**config.mk**
```make
export PLATFORM = sky130hd
export DESIGN_NAME = tga_rle_pixel_decoder_core
export DESIGN_NICKNAME = d
export VERILOG_FILES = /design/src/hw/rtl/tgarle_pkg.sv /design/src/hw/rtl/tga_rle_pixel_decoder_core.sv /design/src/hw/rtl/tgarle_parser.sv /design/src/hw/rtl/tgarle_outq.sv
export SDC_FILE = /design/constraint.sdc
export NUM_CORES = 1
export LEC_CHECK = 0
export ABC_AREA = 0
export BUFFER_PORTS_ARGS = -buffer_cell sky130_fd_sc_hd__buf_2
export CORE_MARGIN = 4
export CORE_UTILIZATION = 35
export DETAILED_ROUTE_END_ITERATION = 8
export PLACE_DENSITY = 0.55
export SYNTH_ARGS = -nofsm -noshare
export SYNTH_HDL_FRONTEND = slang
export SYNTH_SLANG_ARGS = --single-unit
```
**constraint.sdc**
```tcl
create_clock -name i_clk -period 10.3 [get_ports i_clk]
set_clock_uncertainty 0.2 [all_clocks]
set_input_delay 0.515 -clock i_clk [delete_from_list [all_inputs] [get_ports i_clk]]
set_output_delay 0.515 -clock i_clk [all_outputs]
set_load 0.01 [all_outputs]
```
**src/hw/rtl/tgarle_pkg.sv**
```systemverilog
package tgarle_pkg;

    // Parser phases
    typedef enum logic [2:0] {
        PH_IDLE,
        PH_HEADER,
        PH_RAWPIX,
        PH_PKTHDR,
        PH_PKTDATA
    } t_phase;

    // Result status codes
    localparam logic [2:0] ST_PIXEL   = 3'd0;
    localparam logic [2:0] ST_HEADER  = 3'd1;
    localparam logic [2:0] ST_ZEROSZ  = 3'd2;
    localparam logic [2:0] ST_BADBPP  = 3'd3;
    localparam logic [2:0] ST_OVERRUN = 3'd4;

    // Data header byte positions
    localparam logic [2:0] HB_WIDTH_LO  = 3'd0;
    localparam logic [2:0] HB_WIDTH_HI  = 3'd1;
    localparam logic [2:0] HB_HEIGHT_LO = 3'd2;
    localparam logic [2:0] HB_HEIGHT_HI = 3'd3;
    localparam logic [2:0] HB_DEPTH     = 3'd4;
    localparam logic [2:0] HB_DESC      = 3'd5;

    // Accepted pixel depths
    localparam logic [7:0] BPP_24 = 8'd24;
    localparam logic [7:0] BPP_32 = 8'd32;

    // Configuration register indexes
    localparam logic REG_RLE_MODE = 1'b0;

    typedef struct packed {
        logic [2:0]  status;
        logic [7:0]  red;
        logic [7:0]  green;
        logic [7:0]  blue;
        logic [7:0]  alpha;
        logic        has_alpha;
        logic [7:0]  repeat_count;
        logic        last_pixel;
        logic [15:0] image_width;
        logic [15:0] image_height;
    } t_result;

endpackage

```
**src/hw/rtl/tga_rle_pixel_decoder_core.sv**
```systemverilog
// Channel   Direction  Handshake                 Beat
// input     in         i_in_valid / o_in_stall   one file byte plus first-byte flag
// output    out        o_out_valid / i_out_stall  one header, error or pixel result
// config    in         APB write, paddr[2]=0  rle_mode in pwdata[0]
//
// One byte per cycle unless the input stalls: a byte is parsed in the cycle
// it is accepted; any result is in the output register on the next cycle if free.
// The width times height product is one 16x16 multiply on the depth byte.
// Reset (synchronous, active low) idles the parser and sets rle_mode to 1.
// A stalled result parks in a skid entry; input stalls only when both are full.
module tga_rle_pixel_decoder_core (
    input  logic        i_clk,
    input  logic        i_rst_n,
    input  logic        i_in_valid,
    output logic        o_in_stall,
    input  logic [7:0]  i_data_byte,
    input  logic        i_first_byte,
    output logic        o_out_valid,
    input  logic        i_out_stall,
    output logic [2:0]  o_status,
    output logic [7:0]  o_red,
    output logic [7:0]  o_green,
    output logic [7:0]  o_blue,
    output logic [7:0]  o_alpha,
    output logic        o_has_alpha,
    output logic [7:0]  o_repeat_count,
    output logic        o_last_pixel,
    output logic [15:0] o_image_width,
    output logic [15:0] o_image_height,
    input  logic        psel,
    input  logic        penable,
    input  logic        pwrite,
    input  logic [2:0]  paddr,
    input  logic [31:0] pwdata,
    output logic [31:0] prdata,
    output logic        pready
);
    import tgarle_pkg::*;

    logic    r_rle_mode;
    logic    step;
    logic    res_valid;
    logic    q_full;
    t_result res;
    t_result q_res;

    assign pready     = 1'b1;
    assign o_in_stall = q_full;
    assign step       = i_in_valid && !q_full;

    // Configuration register write
    always_ff @(posedge i_clk) begin
        if (!i_rst_n) begin
            r_rle_mode <= 1'b1;
        end else if (psel && penable && pwrite && paddr[2] == REG_RLE_MODE) begin
            r_rle_mode <= pwdata[0];
        end
    end

    // Register readback
    always_comb begin
        prdata = '0;
        if (paddr[2] == REG_RLE_MODE) begin
            prdata = {31'd0, r_rle_mode};
        end
    end

    tgarle_parser u_parser (
        .i_clk       (i_clk),
        .i_rst_n     (i_rst_n),
        .i_step      (step),
        .i_byte      (i_data_byte),
        .i_first     (i_first_byte),
        .i_rle_mode  (r_rle_mode),
        .o_res_valid (res_valid),
        .o_res       (res)
    );

    tgarle_outq u_outq (
        .i_clk   (i_clk),
        .i_rst_n (i_rst_n),
        .i_push  (res_valid),
        .i_res   (res),
        .i_stall (i_out_stall),
        .o_valid (o_out_valid),
        .o_full  (q_full),
        .o_res   (q_res)
    );

    assign o_status       = q_res.status;
    assign o_red          = q_res.red;
    assign o_green        = q_res.green;
    assign o_blue         = q_res.blue;
    assign o_alpha        = q_res.alpha;
    assign o_has_alpha    = q_res.has_alpha;
    assign o_repeat_count = q_res.repeat_count;
    assign o_last_pixel   = q_res.last_pixel;
    assign o_image_width  = q_res.image_width;
    assign o_image_height = q_res.image_height;

endmodule

```
**src/hw/rtl/tgarle_parser.sv**
```systemverilog
module tgarle_parser (
    input  logic              i_clk,
    input  logic              i_rst_n,
    input  logic              i_step,
    input  logic [7:0]        i_byte,
    input  logic              i_first,
    input  logic              i_rle_mode,
    output logic              o_res_valid,
    output tgarle_pkg::t_result o_res
);
    import tgarle_pkg::*;

    t_phase      r_phase, n_phase, e_phase;
    logic [2:0]  r_hidx, n_hidx, e_hidx;
    logic [15:0] r_width, n_width, e_width;
    logic [15:0] r_height, n_height, e_height;
    logic        r_four, n_four;
    logic [31:0] r_left, n_left;
    logic [7:0]  r_pkt_left, n_pkt_left;
    logic        r_is_run, n_is_run;
    logic [1:0]  r_bip, n_bip;
    logic [7:0]  r_pix [4];

    logic        pix_done;
    logic        in_pix_phase;
    logic [7:0]  pkt_cnt;
    logic        overrun;
    logic [7:0]  emit_cnt;
    logic        emit_last;
    logic [31:0] left_after;
    logic        size_zero;
    logic        depth_ok;

    // A first flag restarts the header parse
    assign e_phase  = i_first ? PH_HEADER : r_phase;
    assign e_hidx   = i_first ? HB_WIDTH_LO : r_hidx;
    assign e_width  = i_first ? 16'd0 : r_width;
    assign e_height = i_first ? 16'd0 : r_height;

    // Pixel completes on the third or fourth byte
    assign pix_done     = r_four ? (r_bip == 2'd3) : (r_bip == 2'd2);
    assign in_pix_phase = (e_phase == PH_RAWPIX) || (e_phase == PH_PKTDATA);

    // Packet header: low seven bits plus one, for raw and run alike
    assign pkt_cnt = {1'b0, i_byte[6:0]} + 8'd1;
    assign overrun = {24'd0, pkt_cnt} > r_left;

    // Pixels consumed by the result being formed
    assign emit_cnt   = (e_phase == PH_PKTDATA && r_is_run) ? r_pkt_left : 8'd1;
    assign emit_last  = {24'd0, emit_cnt} >= r_left;
    assign left_after = emit_last ? 32'd0 : (r_left - {24'd0, emit_cnt});

    assign size_zero = (e_width == 16'd0) || (e_height == 16'd0);
    assign depth_ok  = (i_byte == BPP_24) || (i_byte == BPP_32);

    // Next state
    always_comb begin
        n_phase    = e_phase;
        n_hidx     = e_hidx;
        n_width    = e_width;
        n_height   = e_height;
        n_four     = r_four;
        n_left     = r_left;
        n_pkt_left = r_pkt_left;
        n_is_run   = r_is_run;
        n_bip      = i_first ? 2'd0 : r_bip;
        unique case (e_phase) inside
            PH_HEADER: begin
                case (e_hidx)
                    HB_WIDTH_LO: begin
                        n_width = {e_width[15:8], i_byte};
                        n_hidx  = HB_WIDTH_HI;
                    end
                    HB_WIDTH_HI: begin
                        n_width = {i_byte, e_width[7:0]};
                        n_hidx  = HB_HEIGHT_LO;
                    end
                    HB_HEIGHT_LO: begin
                        n_height = {e_height[15:8], i_byte};
                        n_hidx   = HB_HEIGHT_HI;
                    end
                    HB_HEIGHT_HI: begin
                        n_height = {i_byte, e_height[7:0]};
                        n_hidx   = HB_DEPTH;
                    end
                    HB_DEPTH: begin
                        n_four = (i_byte == BPP_32);
                        if (size_zero || !depth_ok) begin
                            n_phase = PH_IDLE;
                        end else begin
                            n_left = {16'd0, e_width} * {16'd0, e_height};
                            n_hidx = HB_DESC;
                        end
                    end
                    default: begin
                        // Skip descriptor, start pixel data
                        n_hidx  = HB_WIDTH_LO;
                        n_bip   = 2'd0;
                        n_phase = i_rle_mode ? PH_PKTHDR : PH_RAWPIX;
                    end
                endcase
            end
            PH_PKTHDR: begin
                if (overrun) begin
                    n_phase = PH_IDLE;
                end else begin
                    n_pkt_left = pkt_cnt;
                    n_is_run   = i_byte[7];
                    n_bip      = 2'd0;
                    n_phase    = PH_PKTDATA;
                end
            end
            PH_RAWPIX, PH_PKTDATA: begin
                if (pix_done) begin
                    n_bip  = 2'd0;
                    n_left = left_after;
                    if (e_phase == PH_PKTDATA) begin
                        n_pkt_left = r_is_run ? 8'd0 : (r_pkt_left - 8'd1);
                    end
                    if (emit_last) begin
                        n_phase = PH_IDLE;
                    end else if (e_phase == PH_PKTDATA
                                 && (r_is_run || r_pkt_left == 8'd1)) begin
                        n_phase = PH_PKTHDR;
                    end
                end else begin
                    n_bip = r_bip + 2'd1;
                end
            end
            default: begin
                n_phase = PH_IDLE;
            end
        endcase
    end

    // Result
    always_comb begin
        o_res_valid = 1'b0;
        o_res       = '0;
        unique case (e_phase) inside
            PH_HEADER: begin
                if (e_hidx == HB_DEPTH) begin
                    o_res_valid        = 1'b1;
                    o_res.has_alpha    = (i_byte == BPP_32);
                    o_res.image_width  = e_width;
                    o_res.image_height = e_height;
                    if (size_zero) begin
                        o_res.status = ST_ZEROSZ;
                    end else if (!depth_ok) begin
                        o_res.status = ST_BADBPP;
                    end else begin
                        o_res.status = ST_HEADER;
                    end
                end
            end
            PH_PKTHDR: begin
                if (overrun) begin
                    o_res_valid  = 1'b1;
                    o_res.status = ST_OVERRUN;
                end
            end
            PH_RAWPIX, PH_PKTDATA: begin
                if (pix_done) begin
                    o_res_valid        = 1'b1;
                    o_res.status       = ST_PIXEL;
                    o_res.blue         = r_pix[0];
                    o_res.green        = r_pix[1];
                    o_res.red          = r_four ? r_pix[2] : i_byte;
                    o_res.alpha        = r_four ? i_byte : 8'd0;
                    o_res.has_alpha    = r_four;
                    o_res.repeat_count = emit_cnt;
                    o_res.last_pixel   = emit_last;
                end
            end
            default: begin
                o_res_valid = 1'b0;
            end
        endcase
        if (!i_step) begin
            o_res_valid = 1'b0;
        end
    end

    // Hold parser state
    always_ff @(posedge i_clk) begin
        if (!i_rst_n) begin
            r_phase    <= PH_IDLE;
            r_hidx     <= HB_WIDTH_LO;
            r_width    <= '0;
            r_height   <= '0;
            r_four     <= 1'b0;
            r_left     <= '0;
            r_pkt_left <= '0;
            r_is_run   <= 1'b0;
            r_bip      <= '0;
        end else if (i_step) begin
            r_phase    <= n_phase;
            r_hidx     <= n_hidx;
            r_width    <= n_width;
            r_height   <= n_height;
            r_four     <= n_four;
            r_left     <= n_left;
            r_pkt_left <= n_pkt_left;
            r_is_run   <= n_is_run;
            r_bip      <= n_bip;
        end
    end

    // Gather pixel bytes
    always_ff @(posedge i_clk) begin
        if (i_step && in_pix_phase && !pix_done) begin
            r_pix[r_bip] <= i_byte;
        end
    end

endmodule

```
**src/hw/rtl/tgarle_outq.sv**
```systemverilog
module tgarle_outq (
    input  logic                i_clk,
    input  logic                i_rst_n,
    input  logic                i_push,
    input  tgarle_pkg::t_result i_res,
    input  logic                i_stall,
    output logic                o_valid,
    output logic                o_full,
    output tgarle_pkg::t_result o_res
);
    import tgarle_pkg::*;

    logic    r_out_valid, r_skid_valid;
    t_result r_out, r_skid;
    logic    pop;

    assign pop     = r_out_valid && !i_stall;
    assign o_valid = r_out_valid;
    assign o_full  = r_skid_valid;
    assign o_res   = r_out;

    // Output register with one skid entry behind it
    always_ff @(posedge i_clk) begin
        if (!i_rst_n) begin
            r_out_valid  <= 1'b0;
            r_skid_valid <= 1'b0;
        end else if (r_skid_valid) begin
            if (pop) begin
                r_skid_valid <= 1'b0;
            end
        end else if (i_push) begin
            if (!r_out_valid || pop) begin
                r_out_valid <= 1'b1;
            end else begin
                r_skid_valid <= 1'b1;
            end
        end else if (pop) begin
            r_out_valid <= 1'b0;
        end
    end

    // Move payload
    always_ff @(posedge i_clk) begin
        if (r_skid_valid) begin
            if (pop) begin
                r_out <= r_skid;
            end
        end else if (i_push) begin
            if (!r_out_valid || pop) begin
                r_out <= i_res;
            end else begin
                r_skid <= i_res;
            end
        end
    end

endmodule

```
==> results of run 1 <==
[worst reg2reg max path, stage by stage, from the launching register on]
cell,delay (ps)
dfxtp_1,360
nor2b_2,930
nand2_1,190
fa_1,550
fa_1,560
fa_1,530
inv_1,40
ha_1,300
fa_1,490
inv_1,70
fa_1,480
inv_1,50
ha_1,360
a2111oi_0,440
o21ai_0,230
nand4_1,230
a21boi_0,190
xnor2_1,230
or4_1,500
a31oi_1,190
[where the power goes]
part           switching [mW]  internal, mW
Clock                   0.438         0.541
Combinational          0.0545        0.0191
Sequential            0.00358          1.12
Total                   0.496          1.68
[placed cells by master, fill, tap and decap left out, types with 25 or more instances in the layout]
master	synthesis	layout
nor2b_1	44	35
fa_1	195	195
and3_1	34	34
mux2_2	65	65
nor3_1	28	27
ha_1	127	127
and2_1	142	142
dfxtp_1	85	85
conb_1	2	32
o21ai_0	63	63
a22oi_1	26	26
nand2_1	220	220
edfxtp_1	178	178
a21oi_1	63	63
xnor2_1	25	25
inv_1	246	245
clkbuf_16	0	28
nor2_1	111	110
buf_2	5	98
[final timing paths]
| path | to | slack (ps) |
|---|---|---|
| max | u_parser.r_left[17] | 3080 |
| min | r_rle_mode | 100 |
| max reg2reg | u_parser.r_left[17] | 3110 |
| min reg2reg | u_parser.r_left[23] | 270 |
[logic make-up after synthesis]
family	Yosys count
adders and majority gates	322
DFF	263
other	2
xor gates and xnor gates	43
and+or+nand+nor	678
buffers and inverters	390
muxes	89
AOI/OAI and AO/OA	302
[flip-flops by register name, summed over array words and instances (netlist names), 2 cells and up]
register / cells
u_outq.o_res: 77
u_outq.r_skid: 77
u_parser.r_bip: 2
u_parser.r_height: 16
u_parser.r_hidx: 3
u_parser.r_left: 32
u_parser.r_phase: 3
u_parser.r_pix: 24
u_parser.r_pkt_left: 8
u_parser.r_width: 16
[routing by layer]
layer  vias to the layer above  track usage [%]
met3                        62             2.31
li1                       7041                -
met5                         -                0
met2                       396             27.8
met4                         0             3.67
met1                      7618             22.1
[timing repair]
item / in CTS / in global routing
setup endpoints to repair: 0 / 0
endpoints found under the hold margin: 2 / 0
gates resized for setup: 0 / 0
hold buffers: 2 / 0
[final cells by class]
class	instances	area (µm²)	area share, %
Clock inverter	15	148	0.642
Multi-Input combinational cell	1466	12500	54.3
Clock buffer	36	741	3.22
Timing Repair Buffer	123	683	2.97
Inverter	247	927	4.03
Sequential cell	263	7050	30.6
Tap cell	773	967	4.21
==> metrics.md, run 1 <==
| Metric | Value |
|---|---|
| Row count | 89 |
| Routed wire length | 51,800 µm |
| WP buf/inv | 4 |
| Routed wire length on met3 | 2720 µm |
| Xor/xnor cell area share of the yosys netlist | 1.80% |
| Maxcap violations | 0 |
| DR pass1 iterations | 5 |
| Area growth from synthesis to layout | 9.69% |
| Status | complete, no violations |
| Largest net degree at the start of global routing | 78 |
| Crit path launch | i_first_byte |
| R2R cell count | 19 |
| Synth Register Bits | 263 |
| Slew HR | 20.0% |
| Final setup TNS | 0 ps |
| Post-synth ARST share | 0% |
| Max Slew Vio Count | 0 |
| Primary FF master, synth | edfxtp_1 |
| Cell count after placement | 2,869 |
| Area fraction in compound gates after synthesis | 9.58% |
| Fin crit period | 7220 ps |
| Cell area after synthesis | 0.0210 mm² |
| Routed via count | 15,117 |
| Final HPWL DP | 37,400 µm |
| Initial antenna violation count | 0 |
| Cells after Synth | 2,089 |
| Simple-gate share of the synthesized area | 16.5% |
| Die Wd | 253 µm |
| CTS root buf | clkbuf_16 |
| Hold Slack | 98.5 ps |
| Met2 WL post-DR | 25,000 µm |
| Worst setup EP type | flip-flop |
| Critical Path Stages | 20 |
| Post-synth EDFFs | 178 |
| Finished Cell Area | 0.0230 mm² |
| Global-route wire length before repair | 84,800 µm |
| Slowest CP cell | nor2b_2 |
| Fin util | 38.9% |
| Met1 WL | 23,200 µm |
| PnR Total Power | 2.17 mW |
| Top cell type's share of synthesized area | 25.5% |
| Pleak | 9.97 nW |
| Fin worst setup slack | 3080 ps |
| Final setup viols | 0 |
| Hold crit path type | input pin to flip-flop |
| ANT nets after route | 0 |
| Setup Crit Path Kind | input pin to flip-flop |
| Max frequency | 139 MHz |
| Cell mode on critical path | fa_1 |
| Final hold violation count | 0 |
| Count leader, synth | inv_1 |
| Post-Synth Adder-Cell Area | 26.2% |
| First DRT Iteration DRCs | 873 |
| DP Area | 0.0221 mm² |
| CP delay by family, top | adder cells |
| Clk sinks | 263 |
| Core ar. | 0.0591 mm² |
| Initial Util | 35.5% |
| Period Utilization, post-route | 70.1% |
| Total CTS buffers | 28 |
| All-Layer GR Usage | 16.3% |
| CTS tree | done |
| Power density cells | 94.5 mW/mm² |
| Worst stage delay on the critical path | 1000 ps |
| # diodes | 0 |
| Skew-Pair Late Insertion Delay | 570 ps |
| H-tree depth | 1 |
| Synth cell types | 89 |
| Average wire per standard cell | 17.7 µm |
| GR Overflow Total | 0 |
| Crit Path Max Fanout | 37 |
| Layout cells sized above 1 | 12.5% |
| Top cell types by occurrence after synthesis | 246 x inv_1, 220 x nand2_1, 195 x fa_1 |
| Largest cells by area after synthesis | edfxtp_1 25%, fa_1 19%, dfxtp_1 8.1%, ha_1 7.6%, inv_1 4.4% |
| Max Buffers Root-to-Sink | 3 |
| Fin cells | 2,923 |
| Global placer's final weighted congestion | 0.843 |
| Die area | 0.0639 mm² |
| Die Y | 253 µm |
| Worst Path Arrival | 7510 ps |
| Vias in the first global route | 15,517 |
| Worst setup SP type | input pin |
| Fill count | 5,751 |
| CP required | 10,590 ps |
| Seq/Total Area, Yosys | 33.6% |
| Worst hold start | pwrite |
| Drt drc | 0 |
| WHS Path Cells | 4 |
| Setup Buffers After CTS | 0 |
| Port bufs | 97 |
| CP cell instances | buf_2 -> nor2b_2 -> nand2_1 -> fa_1 -> fa_1 -> fa_1 -> inv_1 -> ha_1 -> fa_1 -> inv_1 -> fa_1 -> inv_1 -> ha_1 -> a2111oi_0 -> o21ai_0 -> nand4_1 -> a21boi_0 -> xnor2_1 -> or4_1 -> a31oi_1 |
| Layout Nets | 2,502 |
| Dpl ws | 2540 ps |
| Slew @ Worst Pin | 1190 ps |
| Largest family of logic cells by synthesized area | adder cells |
| IO Pins | 163 |
| RSZ-0062 raised after global routing | false |
| Avg Inst Size Synth | 10.0 µm² |
| Synth area leader | edfxtp_1 |
| Multiplexer area fraction after synthesis | 4.64% |
| Syn. warnings | 0 |
| DR top layer | met4 |
| Max VDD drop | 0.119 mV |
| Clock-pin slew on the worst setup and hold paths | 60 ps |
| Via density | 5.17 |
| Reg2reg start | u_parser.r_width[9] |
Power figures use the tool's default switching activity.
==> inputs of run 2 (changes only) <==
--- a/config.mk
+++ b/config.mk
@@ -10,7 +10,7 @@
 export CORE_MARGIN = 4
 export CORE_UTILIZATION = 35
 export DETAILED_ROUTE_END_ITERATION = 8
-export PLACE_DENSITY = 0.55
+export PLACE_DENSITY = 0.57
 export SYNTH_ARGS = -nofsm -noshare
 export SYNTH_HDL_FRONTEND = slang
 export SYNTH_SLANG_ARGS = --single-unit
==> constraint.sdc (replaced) <==
create_clock -name i_clk -period 6 [get_ports i_clk]
set_clock_uncertainty 0.2 [all_clocks]
set_input_delay 0.3 -clock i_clk [delete_from_list [all_inputs] [get_ports i_clk]]
set_output_delay 0.3 -clock i_clk [all_outputs]
set_load 0.01 [all_outputs]
==> run 2 against run 1 <==
Flip-flop and latch count is the same. Sequential power rose by 72%. Clock power grew 80%. Cell area increased by 9.5%. Global-route usage is 0.15 points higher. First-iteration DRC count rose by 6.9%. Worst setup slack got worse by 3100 ps. Hold slack better by 53 ps. Total power increased by 77%. Clock-buffer cell count is 5 higher. Routed wire length rose by 3.5%. Core utilization is 3.7 points higher. Critical path type is now flip-flop to flip-flop. Largest power group unchanged.
==> metrics.md, run 2 (synthesis gave the netlist of run 1 again) <==
| Metric | Value |
|---|---|
| Status | complete, no violations |
| Core ar. | 0.0591 mm² |
| Global placer's final weighted congestion | 0.848 |
| Global-route wire length before repair | 86,000 µm |
| Worst Path Arrival | 6280 ps |
| Average wire per standard cell | 17.3 µm |
| R2R cell count | 22 |
| Clock-pin slew on the worst setup and hold paths | 60 ps |
| CP required | 6290 ps |
| DR pass1 iterations | 5 |
| Period Utilization, post-route | 99.8% |
| Worst setup SP type | flip-flop |
| RSZ-0062 raised after global routing | true |
| Max frequency | 167 MHz |
| Reg2reg start | u_parser.r_width[9] |
| Initial antenna violation count | 0 |
| Skew-Pair Late Insertion Delay | 580 ps |
| Pleak | 11.0 nW |
| FF-to-FF End | u_parser.r_left[20] |
| Max VDD drop | 0.169 mV |
| Layout Nets | 2,675 |
| GR Overflow Total | 0 |
| Slew HR | 4.11% |
| Worst hold start | i_in_valid |
| Clk sinks | 263 |
| Crit Path Max Fanout | 4 |
| Dpl ws | -376 ps |
| Largest net degree at the start of global routing | 68 |
| IO Pins | 163 |
| ANT nets after route | 0 |
| H-tree depth | 1 |
| Drt drc | 0 |
| Maxcap violations | 0 |
| First DRT Iteration DRCs | 933 |
| Die Wd | 253 µm |
| All-Layer GR Usage | 16.4% |
| Setup Crit Path Kind | flip-flop to flip-flop |
| Power density cells | 153 mW/mm² |
| Routed wire length | 53,600 µm |
| # diodes | 0 |
| Most common cell after layout, fill and taps aside | inv_1 |
| Cell count after placement | 3,012 |
| Die area | 0.0639 mm² |
| Fill count | 5,614 |
| Flop2flop setup slack | 10 ps |
| Via density | 5.09 |
| CTS tree | done |
| Routed via count | 15,763 |
| Hold Path Sink | u_parser.r_phase[0] |
| Final setup TNS | 0 ps |
| Commonest non-fill, non-tap cells in the layout | 237 x inv_1, 210 x nand2_1, 186 x fa_1 |
| Initial Util | 35.5% |
| Fin worst setup slack | 13.9 ps |
| Fin util | 42.6% |
| Area growth from synthesis to layout | 20.1% |
| Final HPWL DP | 40,700 µm |
| Max Buffers Root-to-Sink | 3 |
| WHS Path Cells | 4 |
| Row count | 89 |
| Total CTS buffers | 29 |
| Fin cells | 3,098 |
| Max Slew Vio Count | 0 |
| Slew @ Worst Pin | 1430 ps |
| Port bufs | 97 |
| Final setup viols | 0 |
| Worst setup EP type | flip-flop |
| Final hold violation count | 0 |
| Die Y | 253 µm |
| CTS root buf | clkbuf_16 |
| Fin crit period | 5990 ps |
| PnR Total Power | 3.84 mW |
| Layout cells sized above 1 | 23.0% |
| Vias in the first global route | 16,071 |
| Hold crit path type | input pin to flip-flop |
-- run 2: layout make-up --
cell class / count / area [µm²] / share of cell area [%]
Inverter: 247 / 927 / 3.68
Multi-Input combinational cell: 1467 / 13100 / 51.9
Clock inverter: 13 / 129 / 0.512
Tap cell: 773 / 967 / 3.84
Sequential cell: 263 / 7070 / 28.1
Clock buffer: 41 / 801 / 3.18
Timing Repair Buffer: 294 / 2210 / 8.76
-- run 2: timing repair --
item	4_1_cts	5_1_grt
setup endpoints to repair	13	20
gates resized for setup	13	122
setup buffers	8	11
pin swaps	2	58
hold buffers	13	0
cloned	1	0
endpoints found under the hold margin	29	0
-- run 2: worst max-delay path by stage --
stage                           to           startpoint
3_3_place_gp   u_parser.r_left[26]         i_first_byte
3_5_place_dp   u_parser.r_left[26]         i_first_byte
6_report       u_parser.r_left[20]  u_parser.r_width[9]
5_1_grt        u_parser.r_left[22]  u_parser.r_width[8]
4_1_cts        u_parser.r_left[28]  u_parser.r_width[7]
2_1_floorplan  u_parser.r_left[20]         i_first_byte
-- run 2: routing by layer --
layer	share of wire (%)	track usage, %	vias up
met3	5.5	2.16	56
met2	48	27.4	429
met5	0	0	-
met1	45	22.9	7884
met4	1.7	3.62	0
li1	-	-	7394
-- run 2: power by group --
part / switching, mW / total [mW] / internal, mW / leakage (nW)
Combinational: 0.103 / 0.158 / 0.0556 / 8.18
Sequential: 0.00656 / 1.93 / 1.92 / 2.33
Clock: 0.775 / 1.76 / 0.987 / 0.449
Total: 0.884 / 3.84 / 2.96 / 11.0
-- run 2: stage by stage --
step                      area (µm²)  hold slack [ps]
after floorplan                21400              199
after global placement         23400              260
after detailed placement       23400              263
after CTS                      24600              104
after global routing           25200              175
final                          25200              152
-- run 2: worst max-delay path: stages (launching register included) --
cell      delay [ps]
dfxtp_2          350
nor2b_4          260
buf_12           150
nand2_4           50
fa_1             480
fa_1             590
fa_1             460
fa_1             510
inv_1             60
fa_1             480
inv_1             50
fa_1             490
inv_2             50
ha_4             260
buf_6             90
a21bo_4          230
a211oi_4         250
buf_4            150
or2_4            100
a21o_1           110
a211oi_2          70
o32a_1           330
o22ai_1          120
